`src/hpss_pkg.sv`:
```
`timescale 1ns / 1ps
// Package for the heat plate stencil block: item codes, register map,
// field widths and the shared configuration and command types.
// No dependencies; every other file refers to it by scoped names.
package hpss_pkg;

    // Field widths fixed by the item and register formats.
    localparam int MODE_W     = 2;
    localparam int COORD_W    = 6;
    localparam int WORD_W     = 16;
    localparam int RATE_W     = 15;
    localparam int FIRST_W    = 6;
    localparam int END_W      = 7;
    localparam int KEEP_W     = 17;

    // Rate arithmetic in Q0.16.
    localparam int RATE_ONE   = 65536;
    localparam int RATE_MAX   = 16384;
    localparam int ROUND_HALF = 32768;

    // Pipeline stages between the last read issue and the last write.
    localparam int DRAIN_LEN  = 3;

    // Configuration port geometry.
    localparam int APB_AW     = 5;
    localparam int APB_DW     = 32;

    // Register reset values.
    localparam logic [RATE_W-1:0]  RST_RATE  = 15'd13107;
    localparam logic [WORD_W-1:0]  RST_COLD  = 16'd5120;
    localparam logic [WORD_W-1:0]  RST_HOT   = 16'd25600;
    localparam logic [FIRST_W-1:0] RST_FIRST = 6'd25;
    localparam logic [END_W-1:0]   RST_END   = 7'd38;

    // Item operation codes.
    typedef enum logic [MODE_W-1:0] {
        MODE_WRITE = 2'd0,
        MODE_READ  = 2'd1,
        MODE_INIT  = 2'd2,
        MODE_STEP  = 2'd3
    } t_mode;

    // Register indexes on the configuration port.
    typedef enum logic [2:0] {
        REG_RATE  = 3'd0,
        REG_COLD  = 3'd1,
        REG_HOT   = 3'd2,
        REG_FIRST = 3'd3,
        REG_END   = 3'd4
    } t_reg;

    // Configuration register contents.
    typedef struct packed {
        logic [RATE_W-1:0]  rate;
        logic [WORD_W-1:0]  cold;
        logic [WORD_W-1:0]  hot;
        logic [FIRST_W-1:0] src_first;
        logic [END_W-1:0]   src_end;
    } t_cfg;

    // Commands from the controller to the datapath.
    typedef struct packed {
        logic accept;
        logic init_wr;
        logic step_issue;
        logic swap;
        logic load_out;
    } t_cmd;

    // Status from the datapath to the controller.
    typedef struct packed {
        logic out_free;
    } t_stat;

endpackage

```
`src/hpss_ctrl.sv`:
```
`timescale 1ns / 1ps
// Controller state machine: sequences item acceptance, the plate sweeps,
// the pipeline drain and the hand-over of the result. Uses hpss_pkg.
module hpss_ctrl #(
    parameter int GRID_SIDE = 64,
    parameter int A_W       = 12
) (
    input  logic                         i_clk,
    input  logic                         i_rst_n,
    input  logic                         i_valid,
    input  logic [hpss_pkg::MODE_W-1:0]  i_mode,
    input  hpss_pkg::t_stat              i_stat,
    output logic                         o_ready,
    output hpss_pkg::t_cmd               o_cmd,
    output logic [A_W:0]                 o_q
);
    localparam int CELLS = GRID_SIDE * GRID_SIDE;

    typedef enum logic [4:0] {
        S_IDLE  = 5'b00001,
        S_INIT  = 5'b00010,
        S_STEP  = 5'b00100,
        S_DRAIN = 5'b01000,
        S_FIN   = 5'b10000
    } t_state;

    t_state        r_state, n_state;
    logic [A_W:0]  r_q, n_q;
    hpss_pkg::t_mode mode;

    assign mode    = hpss_pkg::t_mode'(i_mode);
    assign o_ready = (r_state == S_IDLE);
    assign o_q     = r_q;

    // Next state, sweep counter and commands.
    always_comb begin
        n_state = r_state;
        n_q     = r_q;
        o_cmd   = '0;
        case (r_state)
            S_IDLE: begin
                if (i_valid) begin
                    o_cmd.accept = 1'b1;
                    n_q          = '0;
                    case (mode)
                        hpss_pkg::MODE_INIT: n_state = S_INIT;
                        hpss_pkg::MODE_STEP: n_state = S_STEP;
                        default:             n_state = S_FIN;
                    endcase
                end
            end
            S_INIT: begin
                o_cmd.init_wr = 1'b1;
                n_q           = r_q + 1'b1;
                if (r_q == (A_W+1)'(CELLS - 1)) begin
                    n_state = S_FIN;
                end
            end
            S_STEP: begin
                o_cmd.step_issue = 1'b1;
                n_q              = r_q + 1'b1;
                if (r_q == (A_W+1)'(CELLS)) begin
                    n_q     = '0;
                    n_state = S_DRAIN;
                end
            end
            S_DRAIN: begin
                n_q = r_q + 1'b1;
                if (r_q == (A_W+1)'(hpss_pkg::DRAIN_LEN - 1)) begin
                    o_cmd.swap = 1'b1;
                    n_state    = S_FIN;
                end
            end
            S_FIN: begin
                if (i_stat.out_free) begin
                    o_cmd.load_out = 1'b1;
                    n_state        = S_IDLE;
                end
            end
            default: n_state = S_IDLE;
        endcase
    end

    // State and counter registers.
    always_ff @(posedge i_clk) begin
        if (!i_rst_n) begin
            r_state <= S_IDLE;
            r_q     <= '0;
        end else begin
            r_state <= n_state;
            r_q     <= n_q;
        end
    end
endmodule

```
`config.mk`:
```
export PLATFORM = sky130hd
export DESIGN_NAME = hpss_ctrl
export DESIGN_NICKNAME = d
export VERILOG_FILES = /design/src/hpss_pkg.sv /design/src/hpss_ctrl.sv
export SDC_FILE = /design/constraint.sdc
export NUM_CORES = 1
export LEC_CHECK = 0
export ABC_AREA = 0
export BUFFER_PORTS_ARGS = -buffer_cell sky130_fd_sc_hd__buf_2
export CAP_MARGIN = 30
export CORE_MARGIN = 2
export CORE_UTILIZATION = 30
export CTS_CLUSTER_DIAMETER = 100
export DETAILED_ROUTE_END_ITERATION = 8
export PLACE_DENSITY = 0.54
export SLEW_MARGIN = 20
export SYNTH_ARGS = -nofsm -noshare
export SYNTH_HDL_FRONTEND = slang
export SYNTH_SLANG_ARGS = --single-unit
```
`constraint.sdc`:
```
create_clock -name i_clk -period 2.62 [get_ports i_clk]
set_input_delay 0.524 -clock i_clk [delete_from_list [all_inputs] [get_ports i_clk]]
set_output_delay 0.524 -clock i_clk [all_outputs]
set_load 0.01 [all_outputs]
```
# After elaboration in Yosys (flattened, before gate mapping)
# Cells that the tools add are included.
dict set report word_totals {
  out_inout_bits 19
  ff_bits 18
  word_cells 40
  inputBits 6
}
dict set report classes {
  eq_ne 15
  n_mux 18
  n_reduce_logical 4
  addsub 1
}
# operator n
set ops {}
lappend ops {{$pmux 13 s3} 1}
lappend ops {{$mux 13} 2}
lappend ops {{$mux 5} 5}
lappend ops {{$pmux 5 s5} 1}
lappend ops {{$add 13x1->13 const B} 1}
lappend ops {{$eq 13x12->1 const B} 1}
lappend ops {{$eq 13x13->1 const B} 1}
lappend ops {{$eq 13x2->1 const B} 1}
lappend ops {{$ne 2x2->1 const B} 5}
lappend ops {{$pmux 5 s2} 1}
lappend ops {{$mux 1} 8}
lappend ops {{$eq 5x1->1 const B} 1}
lappend ops {{$eq 5x2->1 const B} 1}
lappend ops {{$eq 5x3->1 const B} 1}
lappend ops {{$eq 5x4->1 const B} 1}
lappend ops {{$eq 5x5->1 const B} 1}
lappend ops {{$reduce_and 5->1} 1}
lappend ops {{$eq 2x2->1 const B} 2}
lappend ops {{$reduce_bool 3->1} 1}
lappend ops {{$reduce_and 2->1} 1}
lappend ops {{$reduce_or 2->1} 1}

# Logic depth before layout (Yosys ltp)
dict set report logic_depth {
  depth_word 4
  ltp_mapped 7
  ltp_nobuf 6
}

# Least setup slack after synthesis
# Ideal clock, no wire load.
dict set report synth_path {
  path_type {flip-flop to output port}
  startpoint {reg r_state[0]}
  endpoint {out o_cmd[1] (netlist bit)}
  setup_slack_ps 543
  t_arrival_ps 1553
  n_path_buf 1
  path_stages_with_launch 5
  t_required_ps 2096
  cell_sequence {dfxtp_1 > buf_2 > or3_1 > nor3b_1 > and4_2}
}
# element line_no
set synth_rtl {}
lappend synth_rtl {{start: declaration} hpss_ctrl.sv:27} ;# t_state r_state, n_state;
lappend synth_rtl {{start signal: assignment} hpss_ctrl.sv:90} ;# r_state <= n_state;
lappend synth_rtl {{end: declaration} hpss_ctrl.sv:14} ;# output hpss_pkg::t_cmd o_cmd,

==> flow_summary.ini <==
[power_and_ir_drop]
p_leak_nw = 0.5342
internal_power_mw = 0.5506
peakVddDrop_uv = 250.0
comb_power_share_pct = 34.8
switching_power_mw = 0.3058
power.density_nw_per_um2 = 605.7
pwr-share-seq_pct = 38.7
clockPowerShare_pct = 26.5
switching_share_pct = 35.71

[logic_synthesis]
synthCells = 136
synth_cell_types = 40
synth_edf_count = 0
synthArstFlopShare_pct = 0
synth_ff_type = dfxtp_1
syn_area_per_cell_um2 = 8.860
synth_top_area_share_pct = 29.91
post_synth_instance_area_um2 = 1205
yosysTopAreaCell = dfxtp_1
synth_nets = 145
ys_ff_latch = 18
seq_area_frac_synth_pct = 29.91
ys_warn_count = 0
synth_area_leaders = dfxtp_1, xnor2_1, nor2_1

[global_routing]
grt_pass1_wl_mm = 4.754
grt-ovfl-total = 0
antenna_found_initial = 0
grt_use_total_pct = 13.68
grt_max_degree = 20
first_global_vias = 1016

[worst_setup_path]
r2r-end = r_state[2]$_SDFFE_PN0P_
crit_fanout = 13
end_kind = output pin
cp_slowest_cell = or4b_4
start_kind = register
path_cells = or4b_4 > or2_4 > inv_1 > buf_2
cp_data_arrival_time_ns = 1.82
slowest_delay_ns = 0.66
required_ns = 2.10
worst-setup-path-type = reg -> out
r2r_start = o_q[8]$_SDFFE_PN0P_
r2r_cells = 5
reg2reg_setup_slack_ns = 0.54

[clock_network]
cts_buffers = 3
hold_buffers = 0
clk_latency_ns = 0.25
htree_levels = 1
cts.path.max_buffers = 2
clockRootBuffer = clkbuf_8
post_cts.repair.setup_buffers = 0
tritoncts = yes
cts_resized = 0
clk_pin_slew_worst_paths_ns = 0.07
cts_num_sinks = 18

[sta]
holdWs_ns = 0.5700
timing.slew.headroom_pct = 62.20
setup-tns-final_ns = 0
worstMarginPinSlew_ns = 0.5618
maxSlewViolCount = 0
fmax_mhz = 427.5
rsz0062_at_grt = false
finalCritPeriodShare_pct = 89.28
min_period_ns = 2.339
finalHoldViolations = 0
worst_slack_ns = 0.2810
finalSetupViolCount = 0
worst_clock_skew_ns = 0.003413

[detailed_routing]
routed_wl_mm = 2.820
via_count = 1079
drt_iter0_drc = 38
dr.pass1.iters = 4
vias_per_cell = 5.163
antenna_left = 0
drc = 0
drt-wirelength-per-cell_um = 13.49

[placement]
gp_congestion = 0.7891
portBuffers = 24
dp_hpwl_mm = 2.132
place_ws_ns = 0.4978

[finish]
drive_gt1_share_pct = 27.04
nets = 169
syn_to_final_growth_pct = 17.34
antenna_cells = 0
fillCellCount = 404

[die]
die_w_um = 67.38
rows = 23
coreArea_um2 = 3943
initial_core_util_pct = 30.56
fp.dieH_um = 67.38
dieArea_um2 = 4539
num_io_pins = 25

[flow_run]
cap_viol_max_count = 0

[hold_path]
hold_path_startpoint = i_mode[1]
hold_class = in -> reg
hold_end = r_state[2]$_SDFFE_PN0P_
hold_depth = 3

[outcome]
status = completed
Yosys cell counts, types with 2 or more instances:
cell and number:
a211oi_1 3, inv_1 6, a21oi_1 2, nor3b_1 5, ha_1 3, or4_4 2, nand3_1 7, nor2_1 19
and4_2 2, mux2i_1 4, buf_2 2, xnor2_1 12, a2111oi_0 2, dfxtp_1 18, nand4_1 3, o31ai_1 2
o21ai_0 2, buf_6 3, a2111oi_1 5, clkbuf_1 4, nand2_1 10, nand3b_1 2
cell usage in the layout, fill, tap and decap left out, types with 2 or more instances in the layout:
cell / n
a2111oi_1: 5
or4_4: 2
ha_1: 3
o21ai_0: 2
inv_1: 6
nor3b_1: 5
nand4_1: 3
o31ai_1: 2
a21oi_1: 2
dfxtp_1: 18
nand3_1: 7
a211oi_1: 3
xnor2_1: 12
buf_4: 4
buf_2: 24
a2111oi_0: 2
and4_2: 2
mux2i_1: 4
nand3b_1: 2
nor2_1: 19
nand2_1: 10
clkbuf_8: 4
cells by family after synthesis:
family                   count (synthesis)  synth area share (%)
buffers and inverters                   15                 6.749
adder cells (fa/ha/maj)                  3                 3.116
flip-flops                              18                 29.91
AO/OA/AOI/OAI                           23                 19.11
AND/OR/NAND/NOR                         61                 29.08
multiplexers                             4                 3.323
XOR/XNOR                                12                 8.723
state kept, by name, summed over array words and instances, names as in the netlist:
register and flops:
r_state 5, o_q 13
layer usage:
metal	GRT usage, %	vias up	share of wire (%)
met5	0	-	0
met4	4.847	0	1.3
met3	2.000	4	5.3
met2	22.28	40	44
met1	18.36	491	49
li1	-	544	-
metrics by stage:
stage | instances | area, um^2 | util [%] | total power, mW
after detailed placement | 205 | 1359 | 34.47 | 0.6362
after global placement | 205 | 1359 | 34.47 | 0.6241
after global routing | 209 | 1414 | 35.86 | 0.9126
after CTS | 209 | 1414 | 35.86 | 0.8664
after floorplan | 136 | 1205 | - | 0.5632
final | 209 | 1414 | 35.86 | 0.8564
critical path: cells and delay by family, from the launching register on:
kind          cells  cell delay, ns
flops             1            0.41
buf+inv           2            0.19
simple gates      2            0.96
area by class of cell:
cell class                      count  area [um^2]  share of cell area, %
Timing Repair Buffer               28        150.1                  10.62
Inverter                            6        22.52                  1.593
Tap cell                           50        62.56                  4.425
Sequential cell                    18        360.3                  25.49
Clock buffer                        4        55.05                  3.894
Multi-Input combinational cell    103        763.2                  53.98
power groups by stage:
stage          Sequential [mW]  Clock, mW  Combinational [mW]
6_report                 0.331      0.227               0.298
3_5_place_dp             0.338          0               0.298
3_3_place_gp             0.335          0               0.289
4_1_cts                  0.332      0.235               0.300
5_1_grt                  0.337      0.249               0.327
2_1_floorplan            0.322          0               0.241
worst max path at each step:
stage	from	end	slack, ns	cells past startpoint
CTS	r_state[0]$_SDFFE_PN1P_	o_cmd[2]	0.28	4
detailed placement	i_valid	o_q[5]$_SDFFE_PN0P_	0.50	7
floorplan	r_state[0]$_SDFFE_PN1P_	o_cmd[1]	0.54	4
global route	r_state[0]$_SDFFE_PN1P_	o_cmd[2]	0.21	4
finish	r_state[0]$_SDFFE_PN1P_	o_cmd[2]	0.28	4
global placement	i_valid	o_q[5]$_SDFFE_PN0P_	0.52	7
Power figures use the tool's default switching activity.
