$ cat src/hpss_pkg.sv
`timescale 1ns / 1ps
// Package for the heat plate stencil block: item codes, register map,
// field widths and the shared configuration and command types.
// No dependencies; every other file refers to it by scoped names.
package hpss_pkg;

    // Field widths fixed by the item and register formats.
    localparam int MODE_W     = 2;
    localparam int COORD_W    = 6;
    localparam int WORD_W     = 16;
    localparam int RATE_W     = 15;
    localparam int FIRST_W    = 6;
    localparam int END_W      = 7;
    localparam int KEEP_W     = 17;

    // Rate arithmetic in Q0.16.
    localparam int RATE_ONE   = 65536;
    localparam int RATE_MAX   = 16384;
    localparam int ROUND_HALF = 32768;

    // Pipeline stages between the last read issue and the last write.
    localparam int DRAIN_LEN  = 3;

    // Configuration port geometry.
    localparam int APB_AW     = 5;
    localparam int APB_DW     = 32;

    // Register reset values.
    localparam logic [RATE_W-1:0]  RST_RATE  = 15'd13107;
    localparam logic [WORD_W-1:0]  RST_COLD  = 16'd5120;
    localparam logic [WORD_W-1:0]  RST_HOT   = 16'd25600;
    localparam logic [FIRST_W-1:0] RST_FIRST = 6'd25;
    localparam logic [END_W-1:0]   RST_END   = 7'd38;

    // Item operation codes.
    typedef enum logic [MODE_W-1:0] {
        MODE_WRITE = 2'd0,
        MODE_READ  = 2'd1,
        MODE_INIT  = 2'd2,
        MODE_STEP  = 2'd3
    } t_mode;

    // Register indexes on the configuration port.
    typedef enum logic [2:0] {
        REG_RATE  = 3'd0,
        REG_COLD  = 3'd1,
        REG_HOT   = 3'd2,
        REG_FIRST = 3'd3,
        REG_END   = 3'd4
    } t_reg;

    // Configuration register contents.
    typedef struct packed {
        logic [RATE_W-1:0]  rate;
        logic [WORD_W-1:0]  cold;
        logic [WORD_W-1:0]  hot;
        logic [FIRST_W-1:0] src_first;
        logic [END_W-1:0]   src_end;
    } t_cfg;

    // Commands from the controller to the datapath.
    typedef struct packed {
        logic accept;
        logic init_wr;
        logic step_issue;
        logic swap;
        logic load_out;
    } t_cmd;

    // Status from the datapath to the controller.
    typedef struct packed {
        logic out_free;
    } t_stat;

endpackage

$ cat src/hpss_cfg.sv
`timescale 1ns / 1ps
// Configuration register bank behind an APB-style port.
// Depends on hpss_pkg for the register map and reset values.
module hpss_cfg (
    input  logic                          i_clk,
    input  logic                          i_rst_n,
    input  logic                          psel,
    input  logic                          penable,
    input  logic                          pwrite,
    input  logic [hpss_pkg::APB_AW-1:0]   paddr,
    input  logic [hpss_pkg::APB_DW-1:0]   pwdata,
    output logic [hpss_pkg::APB_DW-1:0]   prdata,
    output logic                          pready,
    output hpss_pkg::t_cfg                o_cfg
);
    hpss_pkg::t_cfg r_cfg;
    hpss_pkg::t_reg reg_idx;
    logic           wr_en;

    assign reg_idx = hpss_pkg::t_reg'(paddr[4:2]);
    assign wr_en   = psel && penable && pwrite;
    assign pready  = 1'b1;
    assign o_cfg   = r_cfg;

    // Register writes; indexes past the list are ignored.
    always_ff @(posedge i_clk) begin
        if (!i_rst_n) begin
            r_cfg.rate      <= hpss_pkg::RST_RATE;
            r_cfg.cold      <= hpss_pkg::RST_COLD;
            r_cfg.hot       <= hpss_pkg::RST_HOT;
            r_cfg.src_first <= hpss_pkg::RST_FIRST;
            r_cfg.src_end   <= hpss_pkg::RST_END;
        end else if (wr_en) begin
            case (reg_idx)
                hpss_pkg::REG_RATE:  r_cfg.rate      <= pwdata[hpss_pkg::RATE_W-1:0];
                hpss_pkg::REG_COLD:  r_cfg.cold      <= pwdata[hpss_pkg::WORD_W-1:0];
                hpss_pkg::REG_HOT:   r_cfg.hot       <= pwdata[hpss_pkg::WORD_W-1:0];
                hpss_pkg::REG_FIRST: r_cfg.src_first <= pwdata[hpss_pkg::FIRST_W-1:0];
                hpss_pkg::REG_END:   r_cfg.src_end   <= pwdata[hpss_pkg::END_W-1:0];
                default: ;
            endcase
        end
    end

    // Read-back of the addressed register.
    always_comb begin
        case (reg_idx)
            hpss_pkg::REG_RATE:  prdata = hpss_pkg::APB_DW'(r_cfg.rate);
            hpss_pkg::REG_COLD:  prdata = hpss_pkg::APB_DW'(r_cfg.cold);
            hpss_pkg::REG_HOT:   prdata = hpss_pkg::APB_DW'(r_cfg.hot);
            hpss_pkg::REG_FIRST: prdata = hpss_pkg::APB_DW'(r_cfg.src_first);
            hpss_pkg::REG_END:   prdata = hpss_pkg::APB_DW'(r_cfg.src_end);
            default:             prdata = '0;
        endcase
    end
endmodule

$ cat config.mk
export PLATFORM = sky130hd
export DESIGN_NAME = hpss_cfg
export DESIGN_NICKNAME = d
export VERILOG_FILES = /design/src/hpss_pkg.sv /design/src/hpss_cfg.sv
export SDC_FILE = /design/constraint.sdc
export NUM_CORES = 1
export LEC_CHECK = 0
export BUFFER_PORTS_ARGS = -buffer_cell sky130_fd_sc_hd__clkbuf_2
export CAP_MARGIN = 20
export CORE_MARGIN = 2
export CORE_UTILIZATION = 45
export DETAILED_ROUTE_END_ITERATION = 8
export HOLD_SLACK_MARGIN = 0.08
export PLACE_DENSITY = 0.77
export SLEW_MARGIN = 20
export SYNTH_ARGS = -nofsm -noshare
export SYNTH_HDL_FRONTEND = slang
export SYNTH_SLANG_ARGS = --single-unit
export TNS_END_PERCENT = 50
$ cat constraint.sdc
create_clock -name i_clk -period 1.5 [get_ports i_clk]
set_input_delay 0.3 -clock i_clk [delete_from_list [all_inputs] [get_ports i_clk]]
set_output_delay 0.3 -clock i_clk [all_outputs]
set_load 0.1 [all_outputs]
Word-level counts from Yosys, hierarchy flattened:

Index checks and enable logic that the tools add are counted.

* eq/ne operators: 4
* muxes and demuxes: 1
* reduce and logical (&&, ||, !) cells: 8

Operator list (count)
* 16-bit one-hot mux with 5 select lines: 1
* 2-bit AND reduction: 5
* 3-bit by 2-bit == test with 1-bit output (second input constant): 2
* 3-bit by 1-bit == test with 1-bit output (second input constant): 1
* 3-bit == test (second input constant): 1
* 3-bit logical NOT: 1
* 1-bit logical AND: 2

* register bits: 60
* output and inout port bits: 93
* logic and storage cells: 18

Logic depth before layout (Yosys ltp):

Gate-level depths: netlist of run 1.

* depth after elaboration: 3
* gate-level depth with buffers: 6
* mapped depth without buffers: 3

Worst setup path before layout of run 1:

OpenSTA, ideal clock, no wires.

* path kind: register to output
* start: reg r_cfg (netlist bit o_cfg[19])
* end: out prdata[6] (netlist bit)
* data arrival time: 3.437 ns
* path slack: -2.237 ns
* cell stages (with the launch flop): 3
* buffers on the path: 0
* cells stage by stage: dfxtp_1 mux2i_1 o32ai_1

* cells in the longest elaborated chain, start to end: 1

RTL lines
* start: declaration: RTL line hpss_cfg.sv:16 `hpss_pkg::t_cfg r_cfg;`
* 16-bit one-hot mux with 5 select lines: RTL line hpss_cfg.sv:47 `case (reg_idx)`
* end: declaration: RTL line hpss_cfg.sv:12 `output logic [hpss_pkg::APB_DW-1:0] prdata,`

No other way between the ends.

Worst setup path in the final report of run 1:

* start: reg r_cfg (netlist bit o_cfg[18])
* end: out prdata[5] (netlist bit)

The elaborated chain is that of the path after synthesis.

==> results of run 1 <==
-- Yosys cell counts, drive strengths merged --
library cell / n / area (um^2)
clkbuf: 14 / 52.6
and3: 2 / 17.5
nor2b: 9 / 56.3
and4b: 1 / 10.0
nand2: 61 / 229
o32ai: 1 / 8.76
and3b: 1 / 8.76
a22oi: 19 / 143
a31oi: 1 / 6.26
buf: 27 / 203
o211ai: 16 / 120
inv: 17 / 63.8
nor2: 9 / 33.8
conb: 2 / 7.51
a21oi: 2 / 10.0
o21ai: 3 / 15.0
nand3: 13 / 65.1
nand4: 3 / 18.8
dfxtp: 60 / 1200
nor3: 3 / 25.0
o22ai: 6 / 37.5
mux2i: 45 / 450
nand4b: 1 / 8.76
mux2: 14 / 158
-- final cells by class --
| cell class | instances | area, um^2 | area share, % |
|---|---|---|---|
| well taps | 77 | 96.3 | 2.00 |
| flip-flops and latches | 60 | 1340 | 27.8 |
| inverters | 17 | 63.8 | 1.32 |
| clock buffers | 13 | 180 | 3.74 |
| multi-input cells | 227 | 1830 | 38.0 |
| clock inverters | 3 | 16.3 | 0.337 |
| repair buffers | 148 | 1290 | 26.8 |
-- metrics by stage --
step                std cells  setup TNS (ns)  hold slack, ns  utilization [%]  worst slack [ns]
finish                    545           -2.64           0.211             76.0            -0.225
global route              545           -3.17           0.227             76.0            -0.269
CTS                       541           -2.79           0.198             75.1            -0.238
detailed placement        520           -7.98           0.454             69.1            -0.362
global placement          520           -7.35           0.450             69.1            -0.328
floorplan                 345           -4.14           0.435                -            -0.335
-- report_power, final --
part | leakage (uW) | switching (uW) | total (uW) | internal, uW
registers | 0.000505 | 13.2 | 1580 | 1570
logic | 0.00157 | 682 | 966 | 284
clock network | 0.000105 | 647 | 1430 | 786
-- worst max-delay path by stage --
stage                       endpoint  slack [ns]  depth (start not counted)       from
after floorplan            prdata[6]       -0.33                          2  o_cfg[19]
after global placement    prdata[10]       -0.33                          6   paddr[2]
after detailed placement  prdata[12]       -0.36                          6   paddr[2]
after CTS                  prdata[0]       -0.24                          4  o_cfg[13]
after global routing       prdata[0]       -0.27                          4  o_cfg[13]
final                      prdata[5]       -0.23                          4  o_cfg[18]
-- timing repair --
action,4_1_cts,5_1_grt
setup endpoints to repair,16,16
pin swaps,7,6
buffers inserted,4,4
resized for setup,28,14
cloned,1,0
endpoints found under the hold margin,0,0
-- cell families after synthesis --
kind of cell / share of synthesized area [%]
AND/OR/NAND/NOR: 16.0
flip-flops: 40.7
multiplexers: 20.6
buffers and inverters: 10.8
AO/OA/AOI/OAI: 11.5
other: 0.255
-- per-layer routing --
metal / part of all wire [%] / wire length [um] / vias up
li1: - / - / 1383
met2: 52 / 4800 / 99
met5: 0 / 0 / -
met4: 1.7 / 158 / 0
met1: 41 / 3830 / 1428
met3: 5.3 / 490 / 12
-- worst max-delay path: stages (launching register included) --
cell and delay, ns:
dfxtp_4 0.34, mux2_4 0.26, a22oi_2 0.19, o22ai_4 0.11, buf_12 0.17
==> results.sh, run 1 <==
export IMPL_cts_num_sinks=60
export IMPL_r2r_end="o_cfg[7]"
export IMPL_launch_instance_of_the_worst_register_to_register_path="o_cfg[7]"
export IMPL_rsz0062_at_grt="true"
export IMPL_min_path_cells=3
export IMPL_htree_num_levels=3
export IMPL_number_of_nets_in_the_layout=505
export IMPL_syn_inst=330
export IMPL_run_status="finished with violations"
export IMPL_cts_tree="done"
export IMPL_cts_buffers_inserted=9
export IMPL_layout_common_cells="clkbuf_2, nand2_1, buf_4"
export IMPL_timing_critical_path_arrival_ns=1.43
export IMPL_fraction_of_the_cycle_the_final_worst_path_needs_pct=115
export IMPL_grt_met2_usage_pct=43.6
export IMPL_violation_count_after_the_first_detailed_routing_iteration=189
export IMPL_synth_unique_cells=29
export IMPL_r2r_worst_path_cells=3
export IMPL_synth_sequential_area_ratio_pct=40.7
export IMPL_syn_to_final_growth_pct=63.6
export IMPL_synth_area_um2=2950
export IMPL_routed_wl_mm=9.28
export IMPL_die_w_um=85.0
export IMPL_tightest_slew_ns=0.570
export IMPL_power_per_cell_area_nw_per_um2=825
export IMPL_setup_viol=16
export IMPL_end_kind="primary output"
export IMPL_finalMaxSlewViolations=0
export IMPL_failed_checks="setup timing"
export IMPL_fillerInstances=408
export IMPL_number_of_storage_elements_in_the_synthesis_netlist=60
export IMPL_critPathMaxFanout=2
export IMPL_antenna_violating_nets_post_route=0
export IMPL_cts_buffer_depth=2
export IMPL_grt_ovf=0
export IMPL_die_height_um=85.0
export IMPL_post_route_cell_area_um2=4820
export IMPL_routed_via_density=5.36
export IMPL_post_route_min_period_ns=1.73
export IMPL_timing_slew_headroom_pct=62.2
export IMPL_count_of_synthesis_stage_warnings_from_yosys=0
export IMPL_core_area_um2=6350
export IMPL_syn_avg_cell_area_um2=8.94
export IMPL_timing_clock_skew_ns=0
export IMPL_type_of_the_worst_setup_path="reg -> out"
export IMPL_layer_with_the_highest_usage="met2"
export IMPL_ctsRootBufferMaster="clkbuf_8"
export IMPL_initial_core_util_pct=46.4
export IMPL_detail_route_drc_violations=0
export IMPL_number_of_antenna_violations_at_the_first_check_in_global_routing=0
export IMPL_number_of_vias_after_detailed_routing=2922
export IMPL_maxCapViolations=0
export IMPL_grt_pass1_wl_mm=14.6
export IMPL_detail_route_first_pass_iterations=4
export IMPL_gp_routability_congestion=0.827
export IMPL_holdCritPathClass="in -> reg"
export IMPL_placed_area_um2=4390
export IMPL_clk_latency_ns=0.34
export IMPL_met1_usage_pct=31.5
export IMPL_final_common_cell="clkbuf_2"
export IMPL_final_power_uw=3980
export IMPL_core_rowCount=29
export IMPL_final_layout_size_suffix_gt1_share_pct=60.9
export IMPL_largest_register_ffs=60
export IMPL_dp_hpwl_mm=6.45
export IMPL_worst_hold_startpoint="pwdata[12]"
export IMPL_hold_path_endpoint="o_cfg[25]"
export IMPL_worst_r2r_setup_slack_ns=0.71
export IMPL_antenna_diode_count=0
export IMPL_irDropWorstVdd_mv=0.573
export IMPL_static_leakage_power_uw=0.00218
export IMPL_report_final_hold_viol_count=0
export IMPL_worstSetupStartpointType="flop"
export IMPL_fp_dieArea_um2=7220
export IMPL_cts_hold_repair_buffers=0
export IMPL_design_portCount=135
export IMPL_buffer_ports_inserted=99
export IMPL_grt_total_usage_pct=25.8
export IMPL_clkTransAtPathRegs_ns=0.07
export IMPL_via_count_of_the_first_global_routing_pass=2909
export IMPL_worst_ep_required_time_ns=1.20
export IMPL_wl_per_cell_um=17.0
export IMPL_grt_start_max_net_pins=80
export IMPL_setup_slack_ns=-0.225
export IMPL_max_clock_freq_ghz=0.580
export IMPL_use_met3_pct=5.16
No activity file was read; power rests on OpenSTA's default activity.
==> run 2: changes to the inputs <==
PLACE_DENSITY = default   (was 0.77)
PLACE_DENSITY_LB_ADDON = 0.3   (was default)
==> results.sh, run 2 (synthesis gave the netlist of run 1 again) <==
export IMPL_grt_ovf=0
export IMPL_post_route_min_period_ns=1.76
export IMPL_grt_start_max_net_pins=32
export IMPL_worst_r2r_setup_slack_ns=0.67
export IMPL_fillerInstances=423
export IMPL_ctsRootBufferMaster="clkbuf_8"
export IMPL_grt_pass1_wl_mm=15.3
export IMPL_syn_to_final_growth_pct=63.2
export IMPL_share_clk_of_total_power_pct=33.9
export IMPL_fp_dieArea_um2=7220
export IMPL_routed_via_density=5.41
export IMPL_switching_power_uw=1410
export IMPL_gp_routability_congestion=0.864
export IMPL_core_area_um2=6350
export IMPL_worst_ep_required_time_ns=1.20
export IMPL_htree_num_levels=3
export IMPL_fraction_of_the_cycle_the_final_worst_path_needs_pct=117
export IMPL_cts_tree="done"
export IMPL_number_of_vias_after_detailed_routing=2925
export IMPL_core_rowCount=29
export IMPL_worstSetupStartpointType="flop"
export IMPL_number_of_nets_in_the_layout=501
export IMPL_r2r_worst_path_cells=3
export IMPL_maxCapViolations=0
export IMPL_timing_slew_headroom_pct=62.5
export IMPL_critPathCapture="prdata[2]"
export IMPL_irDropWorstVdd_mv=0.645
export IMPL_rsz0062_at_grt="true"
export IMPL_type_of_the_worst_setup_path="reg -> out"
export IMPL_timing_clock_skew_ns=0
export IMPL_die_height_um=85.0
export IMPL_cts_buffers_inserted=9
export IMPL_placed_instances=517
export IMPL_internal_power_uw=2460
export IMPL_failed_checks="setup timing"
export IMPL_seq_power_share_pct=40.8
export IMPL_initial_core_util_pct=46.4
export IMPL_setup_worst_path_start="o_cfg[15]"
export IMPL_wl_per_cell_um=17.8
export IMPL_via_count_of_the_first_global_routing_pass=2988
export IMPL_design_portCount=135
export IMPL_critPathSlowestCell="dfxtp_4"
export IMPL_power_switching_fraction_pct=36.5
export IMPL_grt_total_usage_pct=27.4
export IMPL_die_w_um=85.0
export IMPL_violation_count_after_the_first_detailed_routing_iteration=113
export IMPL_number_of_antenna_violations_at_the_first_check_in_global_routing=0
export IMPL_timing_critical_path_arrival_ns=1.46
export IMPL_detail_route_first_pass_iterations=4
export IMPL_critical_path_max_stage_delay_ns=0.35
export IMPL_tightest_slew_ns=0.565
export IMPL_launch_instance_of_the_worst_register_to_register_path="o_cfg[10]"
export IMPL_combPwrFrac_pct=25.3
export IMPL_seq_area_um2=1340
export IMPL_routed_wl_mm=9.61
export IMPL_buffer_ports_inserted=99
export IMPL_final_layout_size_suffix_gt1_share_pct=60.3
export IMPL_clkTransAtPathRegs_ns=0.08
export IMPL_cell_chain_critical_path="mux2_4, a22oi_2, o22ai_4, buf_12"
export IMPL_layout_common_cells="nand2_1, clkbuf_2, buf_4"
export IMPL_power_per_cell_area_nw_per_um2=804
export IMPL_cts_buffer_depth=2
export IMPL_setup_slack_ns=-0.256
export IMPL_end_kind="primary output"
export IMPL_max_clock_freq_ghz=0.570
export IMPL_r2r_end="o_cfg[10]"
export IMPL_run_status="finished with violations"
export IMPL_placed_area_um2=4400
export IMPL_worst_hold_slack_ns=0.210
export IMPL_static_leakage_power_uw=0.00216
export IMPL_antenna_violating_nets_post_route=0
export IMPL_final_power_uw=3870
export IMPL_report_final_hold_viol_count=0
export IMPL_finalMaxSlewViolations=0
export IMPL_setup_viol=16
export IMPL_dp_hpwl_mm=6.51
export IMPL_clk_latency_ns=0.35
export IMPL_critPathMaxFanout=3
export IMPL_cts_num_sinks=60
export IMPL_multiInputGateArea_um2=1840
export IMPL_final_common_cell="nand2_1"
export IMPL_detail_route_drc_violations=0
export IMPL_antenna_diode_count=0
export IMPL_post_layout_nonfiller_instances=541
export IMPL_post_route_cell_area_um2=4810
export IMPL_largest_register_ffs=60
export IMPL_holdCritPathClass="in -> reg"
run 2: cell types whose count changed in the layout (fill, tap and decap cells not counted), moves of 2 or more:
| cell | change |
|---|---|
| mux2_2 | -3 |
| a22oi_2 | -2 |
| a22oi_1 | +2 |
| clkbuf_8 | -2 |
| buf_2 | +3 |
| clkinv_4 | +3 |
| clkinvlp_4 | +3 |
| clkbuf_2 | -7 |
| mux2_4 | +3 |
| buf_8 | -2 |
run 2: per-layer routing:
layer  track usage (%)  vias up  part of all wire [%]
li1                  -     1380                     -
met1              32.9     1396                    41
met2              46.3      126                    50
met3              5.35       23                   5.8
met4              13.9        0                   2.9
met5                 0        -                     0
run 2: cell type report:
cell class | instances | share of cell area [%]
multi-input combinational | 227 | 38.2
sequential | 60 | 27.9
timing repair buffer | 144 | 26.9
clock buffer | 9 | 2.57
tap | 77 | 2.00
inverter | 17 | 1.33
clock inverter | 7 | 1.12
run 2: what timing repair did:
action                                  in CTS  in global routing
endpoints found under the setup margin      16                 18
buffers inserted                             6                  1
pin swaps                                    9                 10
hold buffers                                 0                  0
gates resized for setup                     33                  8
gates cloned                                 1                  0
run 2: worst min path at each step:
stage                 to        from  cells after the start
6_report       o_cfg[25]  pwdata[12]                      3
5_1_grt        o_cfg[55]  pwdata[10]                      3
4_1_cts        o_cfg[25]  pwdata[12]                      3
3_5_place_dp   o_cfg[36]   o_cfg[36]                      2
3_3_place_gp   o_cfg[42]   o_cfg[42]                      2
2_1_floorplan  o_cfg[25]  pwdata[12]                      2
run 2: stage by stage:
| stage | worst slack (ns) | TNS (ns) | utilization [%] |
|---|---|---|---|
| after floorplan | -0.335 | -4.14 | - |
| after global placement | -0.286 | -4.65 | 69.3 |
| after detailed placement | -0.338 | -5.31 | 69.3 |
| after CTS | -0.267 | -2.82 | 75.4 |
| after global routing | -0.296 | -3.35 | 75.8 |
| final | -0.256 | -2.81 | 75.8 |
run 2: power by group through the flow:
stage	Clock, uW	Combinational (uW)	Sequential, uW
floorplan	0	613	1710
global placement	0	907	1610
detailed placement	0	918	1610
CTS	1310	966	1580
global route	1390	1010	1580
finish	1310	980	1580
run 2: critical path: cells and delay by family (launching register included):
family	cells	cell delay, ns
flip-flops	1	0.35
multiplexers	1	0.27
buffers and inverters	1	0.17
AO/OA/AOI/OAI	2	0.30
